File: config.mk
export PLATFORM = sky130hd
export DESIGN_NAME = fifo_with_keyed_removal_core
export DESIGN_NICKNAME = d
export VERILOG_FILES = /design/src/fwkr_pkg.sv /design/src/fwkr_cell.sv /design/src/fifo_with_keyed_removal_core.sv
export VERILOG_INCLUDE_DIRS = /design/src /design/src/src
export SDC_FILE = /design/constraint.sdc
export NUM_CORES = 1
export LEC_CHECK = 0
export BUFFER_PORTS_ARGS = -buffer_cell sky130_fd_sc_hd__buf_2
export CORE_UTILIZATION = 61
export CTS_CLUSTER_SIZE = 30
export DETAILED_ROUTE_END_ITERATION = 8
export PLACE_DENSITY = 0.79
export RECOVER_POWER = 25
export SETUP_SLACK_MARGIN = 0.3
export SLEW_MARGIN = 0
export SYNTH_ARGS = -nofsm -noshare
export SYNTH_HDL_FRONTEND = slang
export SYNTH_SLANG_ARGS = --single-unit
File: constraint.sdc
create_clock -name i_clk -period 3.84 [get_ports i_clk]
set_input_delay 0.384 -clock i_clk [delete_from_list [all_inputs] [get_ports i_clk]]
set_output_delay 0.384 -clock i_clk [all_outputs]
set_load 0.05 [all_outputs]
File: src/fifo_with_keyed_removal_core_macros.svh
// assertion macros shared by the keyed-removal queue rtl
`ifndef FIFO_WITH_KEYED_REMOVAL_CORE_MACROS_SVH
`define FIFO_WITH_KEYED_REMOVAL_CORE_MACROS_SVH

`ifndef SYNTHESIS
// same-cycle implication
`define FWKR_ASSERT_IMPL(label, clk, rst_n, ante, cons) \
    label: assert property (@(posedge clk) disable iff (!(rst_n)) (ante) |-> (cons)) \
        else $error("fwkr same-cycle check failed");
// next-cycle implication
`define FWKR_ASSERT_NEXT(label, clk, rst_n, ante, cons) \
    label: assert property (@(posedge clk) disable iff (!(rst_n)) (ante) |=> (cons)) \
        else $error("fwkr next-cycle check failed");
`else
`define FWKR_ASSERT_IMPL(label, clk, rst_n, ante, cons)
`define FWKR_ASSERT_NEXT(label, clk, rst_n, ante, cons)
`endif

`endif

File: src/fwkr_pkg.sv
// shared types and codes for the keyed-removal queue
`default_nettype none

package fwkr_pkg;

    localparam int ID_W  = 16;
    localparam int OCC_W = 4;

    // request codes
    localparam logic REQ_ARRIVE = 1'b0;
    localparam logic REQ_LEAVE  = 1'b1;

    // result status codes
    localparam logic [1:0] ST_ADMITTED = 2'd0;
    localparam logic [1:0] ST_FULL     = 2'd1;
    localparam logic [1:0] ST_REMOVED  = 2'd2;
    localparam logic [1:0] ST_NOTFOUND = 2'd3;

    // control broadcast to every cell
    typedef struct packed {
        logic            en;
        logic            leave;
        logic [ID_W-1:0] key;
        logic [ID_W-1:0] new_id;
    } t_cell_ctl;

endpackage

`default_nettype wire

File: src/fwkr_cell.sv
// one queue slot: key compare, match chain and shift-down
`default_nettype none

module fwkr_cell import fwkr_pkg::*; (
    input  wire logic            i_clk,
    input  wire t_cell_ctl       i_ctl,
    input  wire logic            i_occupied,
    input  wire logic            i_tail,
    input  wire logic            i_prior_hit,
    input  wire logic [ID_W-1:0] i_up_data,
    output logic                 o_hit,
    output logic [ID_W-1:0]      o_data
);

    logic [ID_W-1:0] r_data;
    logic [ID_W-1:0] n_data;
    logic            w_match;

    assign w_match = i_occupied && (r_data == i_ctl.key);
    // set when this slot or any older slot below it holds a match
    assign o_hit   = i_prior_hit | w_match;
    assign o_data  = r_data;

    always_comb begin
        n_data = r_data;
        if (i_ctl.en) begin
            if (i_ctl.leave) begin
                if (o_hit) begin
                    n_data = i_up_data;
                end
            end else if (i_tail) begin
                n_data = i_ctl.new_id;
            end
        end
    end

    always_ff @(posedge i_clk) begin
        r_data <= n_data;
    end

endmodule

`default_nettype wire

File: src/fifo_with_keyed_removal_core.sv
// ordered identifier queue with keyed removal, one result per request
// the result of an accepted request is valid in the output register in the cycle after accept
// throughput: one request per cycle while the result channel is not stalled; the clock
//   period is set by the key compare in every cell and the match flag rippling along the row of DEPTH cells
// reset: synchronous active low; queue empties, next identifier returns to 1,
//   no result pending; slot contents are left as they were
`default_nettype none

`include "fifo_with_keyed_removal_core_macros.svh"

module fifo_with_keyed_removal_core import fwkr_pkg::*; #(
    parameter int DEPTH = 8
) (
    input  wire logic             i_clk,
    input  wire logic             i_rst_n,
    // request channel
    input  wire logic             i_in_valid,
    output logic                  o_in_ready,
    input  wire logic             i_req_type,
    input  wire logic [ID_W-1:0]  i_key_id,
    // result channel
    output logic                  o_out_valid,
    input  wire logic             i_out_ready,
    output logic [1:0]            o_status,
    output logic [ID_W-1:0]       o_item_id,
    output logic [OCC_W-1:0]      o_occupancy
);

    // count must hold DEPTH itself
    localparam int CW = $clog2(DEPTH + 1);

    // control state
    logic [CW-1:0]    r_count;
    logic [CW-1:0]    n_count;
    logic [ID_W-1:0]  r_next_id;
    logic [ID_W-1:0]  n_next_id;
    logic             r_out_valid;
    logic             n_out_valid;

    // result register
    logic [1:0]       r_status;
    logic [1:0]       n_status;
    logic [ID_W-1:0]  r_item_id;
    logic [ID_W-1:0]  n_item_id;
    logic [OCC_W-1:0] r_occupancy;
    logic [OCC_W-1:0] n_occupancy;

    // cell row wiring
    t_cell_ctl        w_ctl;
    logic [DEPTH:0]   w_hit;
    logic [ID_W-1:0]  w_data [DEPTH+1];
    logic             w_accept;
    logic             w_full;
    logic             w_found;

    // the output register frees up as soon as its result is taken
    assign o_in_ready = !r_out_valid || i_out_ready;
    assign w_accept   = i_in_valid && o_in_ready;

    assign w_full  = (r_count == CW'(DEPTH));
    assign w_found = w_hit[DEPTH];

    // broadcast to every cell
    always_comb begin
        w_ctl.en     = w_accept;
        w_ctl.leave  = (i_req_type == REQ_LEAVE);
        w_ctl.key    = i_key_id;
        w_ctl.new_id = r_next_id;
    end

    // no match before the first slot, nothing above the last
    assign w_hit[0]      = 1'b0;
    assign w_data[DEPTH] = '0;

    // row of cells, slot 0 is the oldest entry
    for (genvar g = 0; g < DEPTH; g++) begin : g_cell
        fwkr_cell u_cell (
            .i_clk       (i_clk),
            .i_ctl       (w_ctl),
            .i_occupied  (CW'(g) < r_count),
            .i_tail      (CW'(g) == r_count),
            .i_prior_hit (w_hit[g]),
            .i_up_data   (w_data[g+1]),
            .o_hit       (w_hit[g+1]),
            .o_data      (w_data[g])
        );
    end

    // result and bookkeeping for the accepted request
    always_comb begin
        n_count     = r_count;
        n_next_id   = r_next_id;
        n_status    = r_status;
        n_item_id   = r_item_id;
        n_occupancy = r_occupancy;
        n_out_valid = r_out_valid && !i_out_ready;
        if (w_accept) begin
            n_out_valid = 1'b1;
            if (i_req_type == REQ_ARRIVE) begin
                if (w_full) begin
                    // refused: nothing moves, sequence does not advance
                    n_status  = ST_FULL;
                    n_item_id = '0;
                end else begin
                    n_status  = ST_ADMITTED;
                    n_item_id = r_next_id;
                    n_count   = r_count + CW'(1);
                    n_next_id = r_next_id + ID_W'(1);
                end
            end else begin
                if (w_found) begin
                    n_status  = ST_REMOVED;
                    n_item_id = i_key_id;
                    n_count   = r_count - CW'(1);
                end else begin
                    // also covers an empty queue
                    n_status  = ST_NOTFOUND;
                    n_item_id = '0;
                end
            end
            n_occupancy = OCC_W'(n_count);
        end
    end

    always_ff @(posedge i_clk) begin
        if (!i_rst_n) begin
            r_count     <= '0;
            r_next_id   <= ID_W'(1);
            r_out_valid <= 1'b0;
        end else begin
            r_count     <= n_count;
            r_next_id   <= n_next_id;
            r_out_valid <= n_out_valid;
        end
    end

    always_ff @(posedge i_clk) begin
        r_status    <= n_status;
        r_item_id   <= n_item_id;
        r_occupancy <= n_occupancy;
    end

    assign o_out_valid = r_out_valid;
    assign o_status    = r_status;
    assign o_item_id   = r_item_id;
    assign o_occupancy = r_occupancy;

    // occupancy never exceeds the row length
    `FWKR_ASSERT_IMPL(a_count_bound, i_clk, i_rst_n, 1'b1, r_count <= CW'(DEPTH))
    // an admitted arrival grows the queue by one and issues the old sequence number
    `FWKR_ASSERT_NEXT(a_admit_grows, i_clk, i_rst_n, w_accept && (i_req_type == REQ_ARRIVE) && !w_full, (r_count == $past(r_count) + CW'(1)) && (o_item_id == $past(r_next_id)))
    // a found key is reported removed and the queue shrinks by one
    `FWKR_ASSERT_NEXT(a_leave_hit, i_clk, i_rst_n, w_accept && (i_req_type == REQ_LEAVE) && w_found, (o_status == ST_REMOVED) && (r_count == $past(r_count) - CW'(1)))
    // sequence number only moves on an admitted arrival
    `FWKR_ASSERT_NEXT(a_seq_hold, i_clk, i_rst_n, !(w_accept && (i_req_type == REQ_ARRIVE) && !w_full), $stable(r_next_id))

endmodule

`default_nettype wire

==> metrics.csv, run 1 <==
stage,metric,value,unit
final_layout,synth-to-layout area growth,10.6,%
power,Sw Share,0.223,
power,Combinational Power Share,0.081,
logic_synthesis,main flop type after synthesis,edfxtp_1,
clock_tree,TritonCTS clock tree,built,
routing,via/cell ratio,5.83,
floorplanning,Horiz. Die Dim,121,um
global_route,Total GRT Usage,0.303,
global_route,total gr overflow,0,
sta,clock skew,0.00719,ns
floorplanning,Die ar.,14600,um^2
outcome,status,"complete, no violations",
flow_run,MaxCap Viol Count,0,
worst_setup_path,r2r startpoint,r_count[0]$_SDFFE_PN0P_,
final_layout,layout cells sized above 1,0.0745,
clock_tree,clk root buf,clkbuf_16,
clock_tree,clk sinks,171,
worst_hold_path,Hold Crit Class,input port to flip-flop,
floorplanning,Initial Util,0.622,
sta,Tmin final,3.02,ns
logic_synthesis,Synth area leaders,"edfxtp_1, nand2_1, xor2_1",
routing,drt drc,0,
power,Pint,3.24,mW
global_route,initial antenna violation count,0,
final_layout,diode count,0,
logic_synthesis,sequential share of the synthesized area,0.573,
floorplanning,Top Ports,45,
sta,Fin Setup TNS,0,ns
worst_setup_path,"Max FO, Critical Path",12,
placement,IO Port Bufs,44,
clock_tree,CTS max path bufs,2,
floorplanning,Placeable Area,13800,um^2
global_route,first-pass GRT wire length,31900,um
routing,Routed WL,20600,um
sta,final hold vios,0,
clock_tree,clock-pin slew on the worst setup and hold paths,0.06,ns
logic_synthesis,Syn Nets,853,
routing,routed len/inst,19.5,um
clock_tree,H-tree depth,4,
sta,crit share post-route,0.786,
power,proportion of power drawn by the clock network,0.419,
routing,drt pass-1 iters,6,
final_layout,most frequent cells in the layout,"nand2_1, edfxtp_1, xor2_1",
clock_tree,cts hold-fix bufs,0,
floorplanning,Rows,43,
placement,GPL Wtd Cong,0.935,
sta,Final Setup Violations,0,
logic_synthesis,Gate Count Post-Synth,827,
routing,routed vias,6142,
worst_setup_path,worst path arrival time,3.15,ns
sta,Max Clk Rate,0.332,GHz
worst_setup_path,CP startpoint kind,flip-flop,
sta,RSZ-0062 raised after global routing,false,
logic_synthesis,Synth top area share,0.524,
sta,Slew HR,0.218,
worst_hold_path,HP Start,i_in_valid,
final_layout,Fill cells,1017,
logic_synthesis,synthesized area per cell,10.4,um^2
final_layout,nets,886,
power,sequential power share,0.500,
global_route,vias in the first global route,6037,
clock_tree,Post-CTS Setup Inserts,0,
logic_synthesis,"FF+latch count, synth",171,
final_layout,"commonest non-fill, non-tap cell in the layout",nand2_1,
logic_synthesis,Mapped Area,8600,um^2
logic_synthesis,Cell variety after synth,47,
power,VDD IR max,0.355,mV
logic_synthesis,Yosys top cell by area,edfxtp_1,
power,static leakage,3.96,nW
logic_synthesis,YS warnings,0,
sta,"Slew Viols, Final",0,
worst_setup_path,Setup crit start,r_count[0]$_SDFFE_PN0P_,
power,pwr dens,438,nW/um^2
logic_synthesis,"FFs w/ async S/R, synth",0,
worst_setup_path,Setup CP Type,flip-flop to flip-flop,
global_route,pin count of the biggest net entering global routing,113,
logic_synthesis,"EDFF count, synth",150,
worst_setup_path,kind of end point of the critical path,flip-flop,
power,NetSw,0.929,mW
placement,Final HPWL DP,15100,um
routing,"antenna viol nets, final",0,
sta,measured slew at the worst slew-check pin,1.17,ns
clock_tree,latest clock arrival within the worst-skew pair,0.43,ns
clock_tree,total CTS buffers,17,
routing,initial DRC count,584,
clock_tree,quantity of gates resized following cts,0,
power,total power,4.17,mW
worst_setup_path,CP Data Required Time,3.97,ns
floorplanning,Die H,121,um
==> final cells by class <==
cell class,instances,area [um^2],share of cell area
multi-input combinational,589,3390,0.357
sequential,171,4920,0.518
clock buffer,22,444,0.0467
timing repair buffer,57,283,0.0297
tap,180,225,0.0237
clock inverter,10,148,0.0155
inverter,24,90.1,0.00948
==> cell families (layout without fill, tap and decap cells) <==
logic type,Yosys count,after routing,synth area share
xor gates and xnor gates,143,143,0.146
and+or+nand+nor,380,380,0.192
buffers and inverters,67,113,0.0345
adders and majority gates,5,5,0.00728
AOI/OAI and AO/OA,57,57,0.0428
muxes,4,4,0.00480
DFF,171,171,0.573
==> state kept, by name, summed over array words and instances (netlist names) <==
| name | flops |
|---|---|
| g_cell.u_cell.o_data | 128 |
| o_item_id | 16 |
| r_next_id | 16 |
| o_occupancy | 4 |
| r_count | 4 |
| o_status | 2 |
| o_out_valid | 1 |
==> final timing paths <==
path	endpoint	slack (ns)	cells after the start
max	g_cell[2].u_cell.o_data[14]$_DFFE_PP_	0.82	10
min	o_out_valid$_SDFF_PN0_	0.22	3
max reg2reg	g_cell[2].u_cell.o_data[14]$_DFFE_PP_	0.82	10
min reg2reg	r_next_id[14]$_SDFFE_PN0P_	0.52	2
==> synth_stat cells (2+ instances only) <==
cell type / instances
edfxtp_1: 150
o21ai_0: 23
inv_1: 24
a21o_1: 2
clkbuf_1: 22
nor3_1: 9
nand3_1: 10
mux2i_1: 3
buf_1: 2
nor2b_1: 3
nor4_1: 14
nand2_1: 272
o311a_1: 2
and2_1: 12
nor2_1: 21
nor4_2: 3
nand4_1: 20
a21boi_0: 4
nand2b_1: 3
ha_1: 5
a21oi_1: 12
and4_1: 2
xor2_1: 74
dfxtp_1: 21
buf_6: 3
and3_1: 5
xnor2_1: 69
buf_2: 14
a21boi_1: 2
o31ai_1: 3
or3_1: 2
==> per-stage QoR <==
stage	setup WS [ns]	instance area [um^2]	hold WS [ns]	std cells	utilization
floorplan	0.355	8600	0.478	827	-
global placement	0.857	8950	0.493	1021	0.647
detailed placement	0.823	8950	0.516	1021	0.647
CTS	0.849	9540	0.208	1053	0.690
global route	0.585	9510	0.243	1053	0.687
finish	0.824	9510	0.216	1053	0.687
==> power groups by stage <==
stage	Clock, mW	Combinational, mW	Sequential, mW
3_3_place_gp	0	0.330	2.12
4_1_cts	1.76	0.340	2.08
2_1_floorplan	0	0.204	2.16
5_1_grt	1.82	0.363	2.09
6_report	1.75	0.336	2.08
3_5_place_dp	0	0.337	2.12
==> metal layers <==
metal | vias to the layer above | global-route usage | wire length (um)
met1 | 2934 | 0.354 | 7800
met2 | 280 | 0.510 | 10300
met3 | 76 | 0.0495 | 1280
met5 | - | 0 | 0
li1 | 2852 | - | -
met4 | 0 | 0.210 | 1160
==> worst max-delay path: stages (launching register included) <==
cell and delay [ns]:
dfxtp_1 0.51, inv_1 0.13, ha_1 0.31, nand2_1 0.16, nand4_1 0.12, nor4_2 0.38, a41o_2 0.27, nand2b_1 0.13
a21oi_1 0.07, nor2_1 0.35, buf_4 0.28
No activity file was read; power rests on OpenSTA's default activity.
==> run 2, diff against run 1 <==
--- a/config.mk
+++ b/config.mk
@@ -6,8 +6,9 @@
 export SDC_FILE = /design/constraint.sdc
 export NUM_CORES = 1
 export LEC_CHECK = 0
+export ABC_AREA = 1
 export BUFFER_PORTS_ARGS = -buffer_cell sky130_fd_sc_hd__buf_2
-export CORE_UTILIZATION = 61
+export CORE_UTILIZATION = 62
 export CTS_CLUSTER_SIZE = 30
 export DETAILED_ROUTE_END_ITERATION = 8
 export PLACE_DENSITY = 0.79
==> constraint.sdc (replaced) <==
create_clock -name i_clk -period 3 [get_ports i_clk]
set_input_delay 0.3 -clock i_clk [delete_from_list [all_inputs] [get_ports i_clk]]
set_output_delay 0.3 -clock i_clk [all_outputs]
set_load 0.05 [all_outputs]
==> run 2 against run 1 <==
Net effect: clock power up 29%; non-clock buffer count increased by 3; maximum frequency is 19% higher; total power rose by 35%; setup slack lost 0.36 ns; die area is 6.2% higher; global-route usage rose by 2.1 points; sequential share of layout area down 4.0 points; design area is 8.4% higher; via count up 26%; flip-flop and latch count is the same; register-to-register slack worse by 0.36 ns.
==> metrics.csv, run 2 <==
stage,metric,value,unit,change
outcome,status,"complete, no violations",,
floorplanning,Die ar.,15500,um^2,+6.2%
global_route,initial antenna violation count,0,,unchanged
logic_synthesis,Yosys top cell by area,edfxtp_1,,
logic_synthesis,synthesized area per cell,8.45,um^2,-19%
logic_synthesis,Mapped Area,9290,um^2,+8.0%
power,pwr dens,544,nW/um^2,+24%
power,total power,5.60,mW,+35%
floorplanning,Horiz. Die Dim,124,um,+3.0%
flow_run,MaxCap Viol Count,0,,unchanged
worst_hold_path,worst hold stages,3,,unchanged
logic_synthesis,Gate Count Post-Synth,1099,,+33%
floorplanning,Top Ports,45,,unchanged
logic_synthesis,"EDFF count, synth",150,,unchanged
sta,final worst slack,0.461,ns,-0.362 ns
logic_synthesis,Synth area leaders,"edfxtp_1, nand2_1, inv_1",,
clock_tree,clock-pin slew on the worst setup and hold paths,0.06,ns,about the same
final_layout,max reg flops,128,,unchanged
logic_synthesis,"FF+latch count, synth",171,,unchanged
logic_synthesis,main flop type after synthesis,edfxtp_1,,
final_layout,synth-to-layout area growth,10.9,%,
routing,drt pass-1 iters,9,,+3
worst_hold_path,hold path endpoint,o_out_valid$_SDFF_PN0_,,
power,proportion of power drawn by the clock network,0.403,,-0.016
worst_setup_path,FF-to-FF path depth,11,,+1
final_layout,Fill cells,1105,,+8.7%
sta,Tmin final,2.54,ns,-0.478 ns
clock_tree,latest clock arrival within the worst-skew pair,0.43,ns,about the same
worst_hold_path,Hold Crit Class,input port to flip-flop,,
placement,Final HPWL DP,17400,um,+15%
power,sequential power share,0.487,,-0.013
placement,DP Worst Slack,0.455,ns,-0.368 ns
routing,routed vias,7716,,+26%
logic_synthesis,list of most frequent post-synthesis cells,"nand2_1, edfxtp_1, inv_1, nor2_1, o21ai_0",,
placement,IO Port Bufs,44,,unchanged
sta,RSZ-0062 raised after global routing,false,,
floorplanning,Rows,44,,+2.3%
worst_setup_path,CP startpoint kind,flip-flop,,
power,Combinational Power Share,0.110,,+0.029
clock_tree,H-tree depth,4,,unchanged
logic_synthesis,Syn Nets,1125,,+32%
final_layout,post-layout util,0.706,,+0.0187
power,static leakage,4.65,nW,+17%
power,NetSw,1.42,mW,+53%
global_route,pin count of the biggest net entering global routing,53,,-53%
final_layout,layout cells sized above 1,0.114,,+0.0391
final_layout,most frequent cells in the layout,"nand2_1, edfxtp_1, inv_1",,
worst_setup_path,Crit Reg-Reg Endpoint,g_cell[4].u_cell.o_data[14]$_DFFE_PP_,,
routing,initial DRC count,1050,,+80%
routing,Routed WL,24100,um,+17%
worst_setup_path,Setup CP Type,flip-flop to flip-flop,,
final_layout,"commonest non-fill, non-tap cell in the layout",nand2_1,,
routing,routed len/inst,18.0,um,-7.9%
worst_setup_path,kind of end point of the critical path,flip-flop,,
floorplanning,Placeable Area,14600,um^2,+5.5%
clock_tree,CTS max path bufs,2,,unchanged
sta,final hold vios,0,,unchanged
worst_setup_path,worst path arrival time,2.66,ns,-0.49 ns
worst_setup_path,"Max FO, Critical Path",16,,+4
final_layout,nets,1167,,+32%
sta,crit share post-route,0.846,,+0.0607
worst_setup_path,r2r startpoint,r_count[0]$_SDFFE_PN0P_,,
routing,"antenna viol nets, final",0,,unchanged
power,Pint,4.18,mW,+29%
global_route,total gr overflow,0,,unchanged
routing,drt drc,0,,unchanged
sta,measured slew at the worst slew-check pin,0.650,ns,-0.523 ns
clock_tree,total CTS buffers,17,,unchanged
sta,Slew HR,0.569,,+0.350
sta,clock skew,0.00871,ns,+0.00152 ns
global_route,first-pass GRT wire length,38100,um,+19%
placement,GPL Wtd Cong,0.948,,+1.4%
power,Sw Share,0.254,,+0.0312
sta,Final Setup Violations,0,,unchanged
logic_synthesis,YS warnings,0,,unchanged
floorplanning,Initial Util,0.637,,+0.0149
final_layout,area of the multi-input gates,3630,um^2,+6.9%
worst_setup_path,CP Data Required Time,3.12,ns,-0.85 ns
floorplanning,Die H,124,um,+3.0%
logic_synthesis,Cell variety after synth,41,,-13%
sta,Fin Setup TNS,0,ns,unchanged
logic_synthesis,Synth top area share,0.485,,-0.0390
worst_hold_path,HP Start,i_in_valid,,
logic_synthesis,sequential share of the synthesized area,0.530,,-0.0426
clock_tree,Post-CTS Setup Inserts,0,,unchanged
global_route,Total GRT Usage,0.323,,+0.0207
clock_tree,clk root buf,clkbuf_16,,
power,VDD IR max,0.370,mV,+4.2%
routing,via/cell ratio,5.77,,-1.1%
logic_synthesis,"FFs w/ async S/R, synth",0,,unchanged
final_layout,Seq. cell area,4930,um^2,about the same
sta,"Slew Viols, Final",0,,unchanged
final_layout,diode count,0,,unchanged
worst_setup_path,Worst R2R Setup Slack,0.46,ns,-0.36 ns
clock_tree,clk sinks,171,,unchanged
sta,Max Clk Rate,0.394,GHz,+19%
clock_tree,TritonCTS clock tree,built,,
logic_synthesis,"count leader, synth",nand2_1,,
global_route,vias in the first global route,7131,,+18%
==> run 2: changes by cell type in the layout (fill, tap and decap cells not counted), moves of 10 or more <==
cell / delta
inv_1: +107
nand3_1: +18
o21ai_0: +62
nor2_1: +88
o22ai_2: +10
nand2_1: +76
and2_1: -12
inv_2: +20
a21oi_1: +13
xor2_1: -40
nor4_1: -13
xnor2_1: -55
==> run 2: cell families (layout without fill, tap and decap cells) <==
group | after synthesis | in the layout | synth area share
fa+ha+maj | 5 | 5 | 0.00674
compound gates | 140 | 140 | 0.0868
buf+inv | 191 | 246 | 0.0814
simple gates | 544 | 544 | 0.250
xor+xnor | 48 | 48 | 0.0453
flops | 171 | 171 | 0.530
==> run 2: worst max-delay path by stage <==
stage	startpoint	to	slack [ns]	depth (start not counted)
final	r_count[0]$_SDFFE_PN0P_	g_cell[4].u_cell.o_data[14]$_DFFE_PP_	0.46	11
after global routing	r_count[1]$_SDFFE_PN0P_	g_cell[4].u_cell.o_data[15]$_DFFE_PP_	0.35	13
after CTS	r_count[1]$_SDFFE_PN0P_	g_cell[4].u_cell.o_data[15]$_DFFE_PP_	0.42	11
after detailed placement	r_count[0]$_SDFFE_PN0P_	g_cell[4].u_cell.o_data[1]$_DFFE_PP_	0.46	11
after global placement	r_count[0]$_SDFFE_PN0P_	g_cell[4].u_cell.o_data[1]$_DFFE_PP_	0.40	13
after floorplan	o_out_valid$_SDFF_PN0_	g_cell[6].u_cell.o_data[0]$_DFFE_PP_	0.37	5
==> run 2: critical path, cell delays in order, from the launching register on <==
cell and delay, ns:
dfxtp_2 0.39, inv_1 0.13, ha_1 0.28, nand2_1 0.15, nand3_1 0.12, nor2_1 0.22
nand3_2 0.17, nand4_1 0.14, nor3_1 0.10, a211o_1 0.25, inv_1 0.05, buf_4 0.23
==> run 2: power groups by stage <==
| stage | clock (mW) | combinational (mW) | sequential, mW |
|---|---|---|---|
| after detailed placement | 0 | 0.609 | 2.78 |
| final | 2.26 | 0.618 | 2.73 |
| after CTS | 2.27 | 0.614 | 2.73 |
| after global placement | 0 | 0.601 | 2.77 |
| after global routing | 2.35 | 0.673 | 2.74 |
| after floorplan | 0 | 0.379 | 2.83 |
==> run 2: what timing repair did <==
action / 4_1_cts / 5_1_grt
hold buffers: 0 / 0
endpoints found under the setup margin: 0 / 52
gates resized for setup: 0 / 3
==> run 2: layer usage <==
layer	vias up	global-route usage	wire length (um)
li1	3630	-	-
met1	3540	0.447	9870
met2	468	0.487	10700
met3	78	0.0593	2420
met4	0	0.171	1130
met5	-	0	0
==> run 2: layout make-up <==
cell class	instances	share of cell area
clock buffer	26	0.0559
clock inverter	6	0.00389
inverter	154	0.0562
multi-input combinational	737	0.352
sequential	171	0.478
tap	184	0.0223
timing repair buffer	60	0.0313
==> run 2: stage by stage <==
| stage | instances | hold WS [ns] | cell area (um^2) |
|---|---|---|---|
| after global routing | 1338 | 0.138 | 10300 |
| after detailed placement | 1306 | 0.501 | 9710 |
| after global placement | 1306 | 0.483 | 9710 |
| after floorplan | 1099 | 0.399 | 9310 |
| final | 1338 | 0.126 | 10300 |
| after CTS | 1338 | 0.116 | 10300 |
==> run 3, diff against run 2 <==
--- a/config.mk
+++ b/config.mk
@@ -6,9 +6,9 @@
 export SDC_FILE = /design/constraint.sdc
 export NUM_CORES = 1
 export LEC_CHECK = 0
-export ABC_AREA = 1
+export ABC_AREA = 0
 export BUFFER_PORTS_ARGS = -buffer_cell sky130_fd_sc_hd__buf_2
-export CORE_UTILIZATION = 62
+export CORE_UTILIZATION = 61
 export CTS_CLUSTER_SIZE = 30
 export DETAILED_ROUTE_END_ITERATION = 8
 export PLACE_DENSITY = 0.79
==> constraint.sdc (replaced) <==
create_clock -name i_clk -period 2.6 [get_ports i_clk]
set_input_delay 0.26 -clock i_clk [delete_from_list [all_inputs] [get_ports i_clk]]
set_output_delay 0.26 -clock i_clk [all_outputs]
set_load 0.05 [all_outputs]
==> run 3 against run 2 <==
Net effect: the run now ends with negative setup slack left; sequential share of layout area shrank 0.53 points; flip-flop and latch count stayed put; highest routed layer unchanged; design area is 1.2% higher; critical path type unchanged; setup slack got worse by 0.51 ns.
==> metrics.csv, run 3 (same netlist as run 1, synthesis figures left out) <==
stage,metric,value,unit,change
clock_tree,total CTS buffers,17,,unchanged
final_layout,nets,926,,-21%
floorplanning,Top Ports,45,,unchanged
routing,via/cell ratio,6.04,,+4.8%
worst_setup_path,CP Data Required Time,2.96,ns,-0.16 ns
worst_setup_path,crit path buf inv count,2,,-1
worst_setup_path,worst path arrival time,3.01,ns,+0.35 ns
outcome,status,finished with violations,,
worst_hold_path,Hold Crit Class,input port to flip-flop,,
clock_tree,cts hold-fix bufs,0,,unchanged
power,static leakage,4.48,nW,-3.6%
clock_tree,H-tree depth,4,,unchanged
final_layout,"commonest non-fill, non-tap cell in the layout",nand2_1,,
final_layout,Fill cells,871,,-21%
final_layout,max reg flops,128,,unchanged
sta,final worst slack,-0.0468,ns,-0.508 ns
routing,routed vias,6604,,-14%
power,Pint,4.65,mW,+11%
clock_tree,TritonCTS clock tree,built,,
global_route,total gr overflow,0,,unchanged
global_route,initial antenna violation count,0,,unchanged
clock_tree,clk root buf,clkbuf_16,,
sta,measured slew at the worst slew-check pin,0.683,ns,+0.0333 ns
clock_tree,clk sinks,171,,unchanged
sta,RSZ-0062 raised after global routing,true,,
worst_setup_path,Setup CP Type,flip-flop to flip-flop,,
routing,initial DRC count,826,,-21%
worst_setup_path,Worst R2R Setup Slack,-0.05,ns,-0.51 ns
sta,Final Setup Violations,17,,+17
final_layout,post-layout util,0.754,,+0.0480
worst_setup_path,Setup crit start,r_count[1]$_SDFFE_PN0P_,,
final_layout,synth-to-layout area growth,21.3,%,
clock_tree,latest clock arrival within the worst-skew pair,0.44,ns,about the same
worst_setup_path,CP startpoint kind,flip-flop,,
sta,Slew HR,0.543,,-0.0252
routing,drt pass-1 iters,5,,-4
routing,drt drc,0,,unchanged
power,total power,6.17,mW,+10%
floorplanning,Horiz. Die Dim,121,um,-3.0%
worst_setup_path,sequence of cells on the critical path,inv_2 > ha_4 > a21oi_2 > nand4_1 > nor4_1 > a41o_2 > buf_6 > nor4_4 > or4_1 > a21boi_2,,
floorplanning,Die ar.,14600,um^2,-5.8%
placement,IO Port Bufs,44,,unchanged
placement,GPL Wtd Cong,0.906,,-4.4%
power,VDD IR max,0.446,mV,+21%
power,Sw Share,0.246,,-0.00840
routing,Routed WL,23700,um,-1.4%
worst_setup_path,slowest CP cell,or4_1,,
final_layout,diode count,0,,unchanged
routing,routed len/inst,21.7,um,+21%
worst_hold_path,HP Start,i_in_valid,,
global_route,first-pass GRT wire length,34000,um,-11%
worst_setup_path,kind of end point of the critical path,flip-flop,,
sta,clock skew,0.00990,ns,+0.00118 ns
worst_setup_path,"Max FO, Critical Path",7,,-9
clock_tree,CTS max path bufs,2,,unchanged
final_layout,area of the multi-input gates,3790,um^2,+4.7%
power,proportion of power drawn by the clock network,0.405,,+0.002
worst_setup_path,r2r startpoint,r_count[1]$_SDFFE_PN0P_,,
power,NetSw,1.52,mW,+6.5%
flow_run,MaxCap Viol Count,0,,unchanged
floorplanning,Initial Util,0.622,,-0.0149
sta,Max Clk Rate,0.378,GHz,-4.1%
final_layout,most frequent cells in the layout,"nand2_1, edfxtp_1, xor2_1",,
worst_setup_path,delay of the slowest critical-path stage,0.56,ns,+0.17 ns
routing,"antenna viol nets, final",0,,unchanged
sta,final hold vios,0,,unchanged
global_route,Total GRT Usage,0.324,,+0.000580
power,Combinational Power Share,0.097,,-0.013
power,pwr dens,592,nW/um^2,+8.8%
placement,Final HPWL DP,15100,um,-13%
final_layout,layout cells sized above 1,0.220,,+0.107
sta,Tmin final,2.65,ns,+0.108 ns
floorplanning,Rows,43,,-2.3%
floorplanning,Placeable Area,13800,um^2,-5.2%
power,sequential power share,0.498,,+0.011
global_route,vias in the first global route,6298,,-12%
outcome,failing checks,negative setup slack,,
final_layout,Seq. cell area,4930,um^2,+0.10%
floorplanning,Die H,121,um,-3.0%
worst_setup_path,"delay-heaviest family, CP",simple AND/OR/NAND/NOR gates,,
clock_tree,clock-pin slew on the worst setup and hold paths,0.07,ns,about the same
sta,crit share post-route,1.02,,+0.172
global_route,pin count of the biggest net entering global routing,134,,+150%
sta,"Slew Viols, Final",0,,unchanged
-- run 3: cell count changes in the layout (fill, tap and decap cells not counted), moves of 24 or more --
cell,change
inv_1,-108
nor2_1,-96
nand2_1,-92
o21ai_0,-80
xnor2_1,+52
xor2_1,+40
clkbuf_1,-24
-- run 3: tightest hold or removal path, delay by kind of cell --
| family | cells | cell delay [ns] |
|---|---|---|
| compound gates | 1 | 0.06 |
| buf+inv | 2 | 0.14 |
-- run 3: power groups by stage --
stage	logic, mW	clock network (mW)	registers, mW
floorplan	0.319	0	3.19
global placement	0.528	0	3.13
detailed placement	0.540	0	3.13
CTS	0.563	2.50	3.07
global route	0.634	2.61	3.08
finish	0.595	2.50	3.07
-- run 3: repair_timing --
item	4_1_cts	5_1_grt
hold endpoints to repair	0	0
cloned	1	2
endpoints found under the setup margin	138	138
pin swaps	26	11
resized for setup	71	31
setup buffers	7	5
-- run 3: through the flow --
stage / hold slack, ns / setup WS, ns / setup TNS [ns] / instance area, um^2 / cells
floorplan: 0.359 / 0.104 / 0 / 8740 / 827
global placement: 0.485 / -0.131 / -6.82 / 9340 / 1046
detailed placement: 0.500 / -0.137 / -9.17 / 9340 / 1046
CTS: 0.0674 / 0.101 / 0 / 10200 / 1086
global route: 0.0999 / -0.129 / -5.69 / 10400 / 1093
finish: 0.0775 / -0.0468 / -0.438 / 10400 / 1093
-- run 3: final cells by class --
class	instances	share of cell area
timing repair buffer	97	0.0775
inverter	24	0.00864
clock buffer	18	0.0412
clock inverter	14	0.0140
tap	180	0.0216
multi-input combinational	589	0.364
sequential	171	0.473
-- run 3: final timing paths --
check	end	cells after the start
max reg2reg	r_count[0]$_SDFFE_PN0P_	10
max	r_count[0]$_SDFFE_PN0P_	10
min reg2reg	r_next_id[14]$_SDFFE_PN0P_	2
min	o_out_valid$_SDFF_PN0_	3
-- run 3: layer usage --
layer,up-vias,part of all wire,GRT usage,wire (um)
met5,-,0,0,0
met4,0,0.044,0.184,1040
met3,84,0.10,0.0651,2410
met2,409,0.49,0.538,11700
met1,3183,0.36,0.394,8650
li1,2928,-,-,-
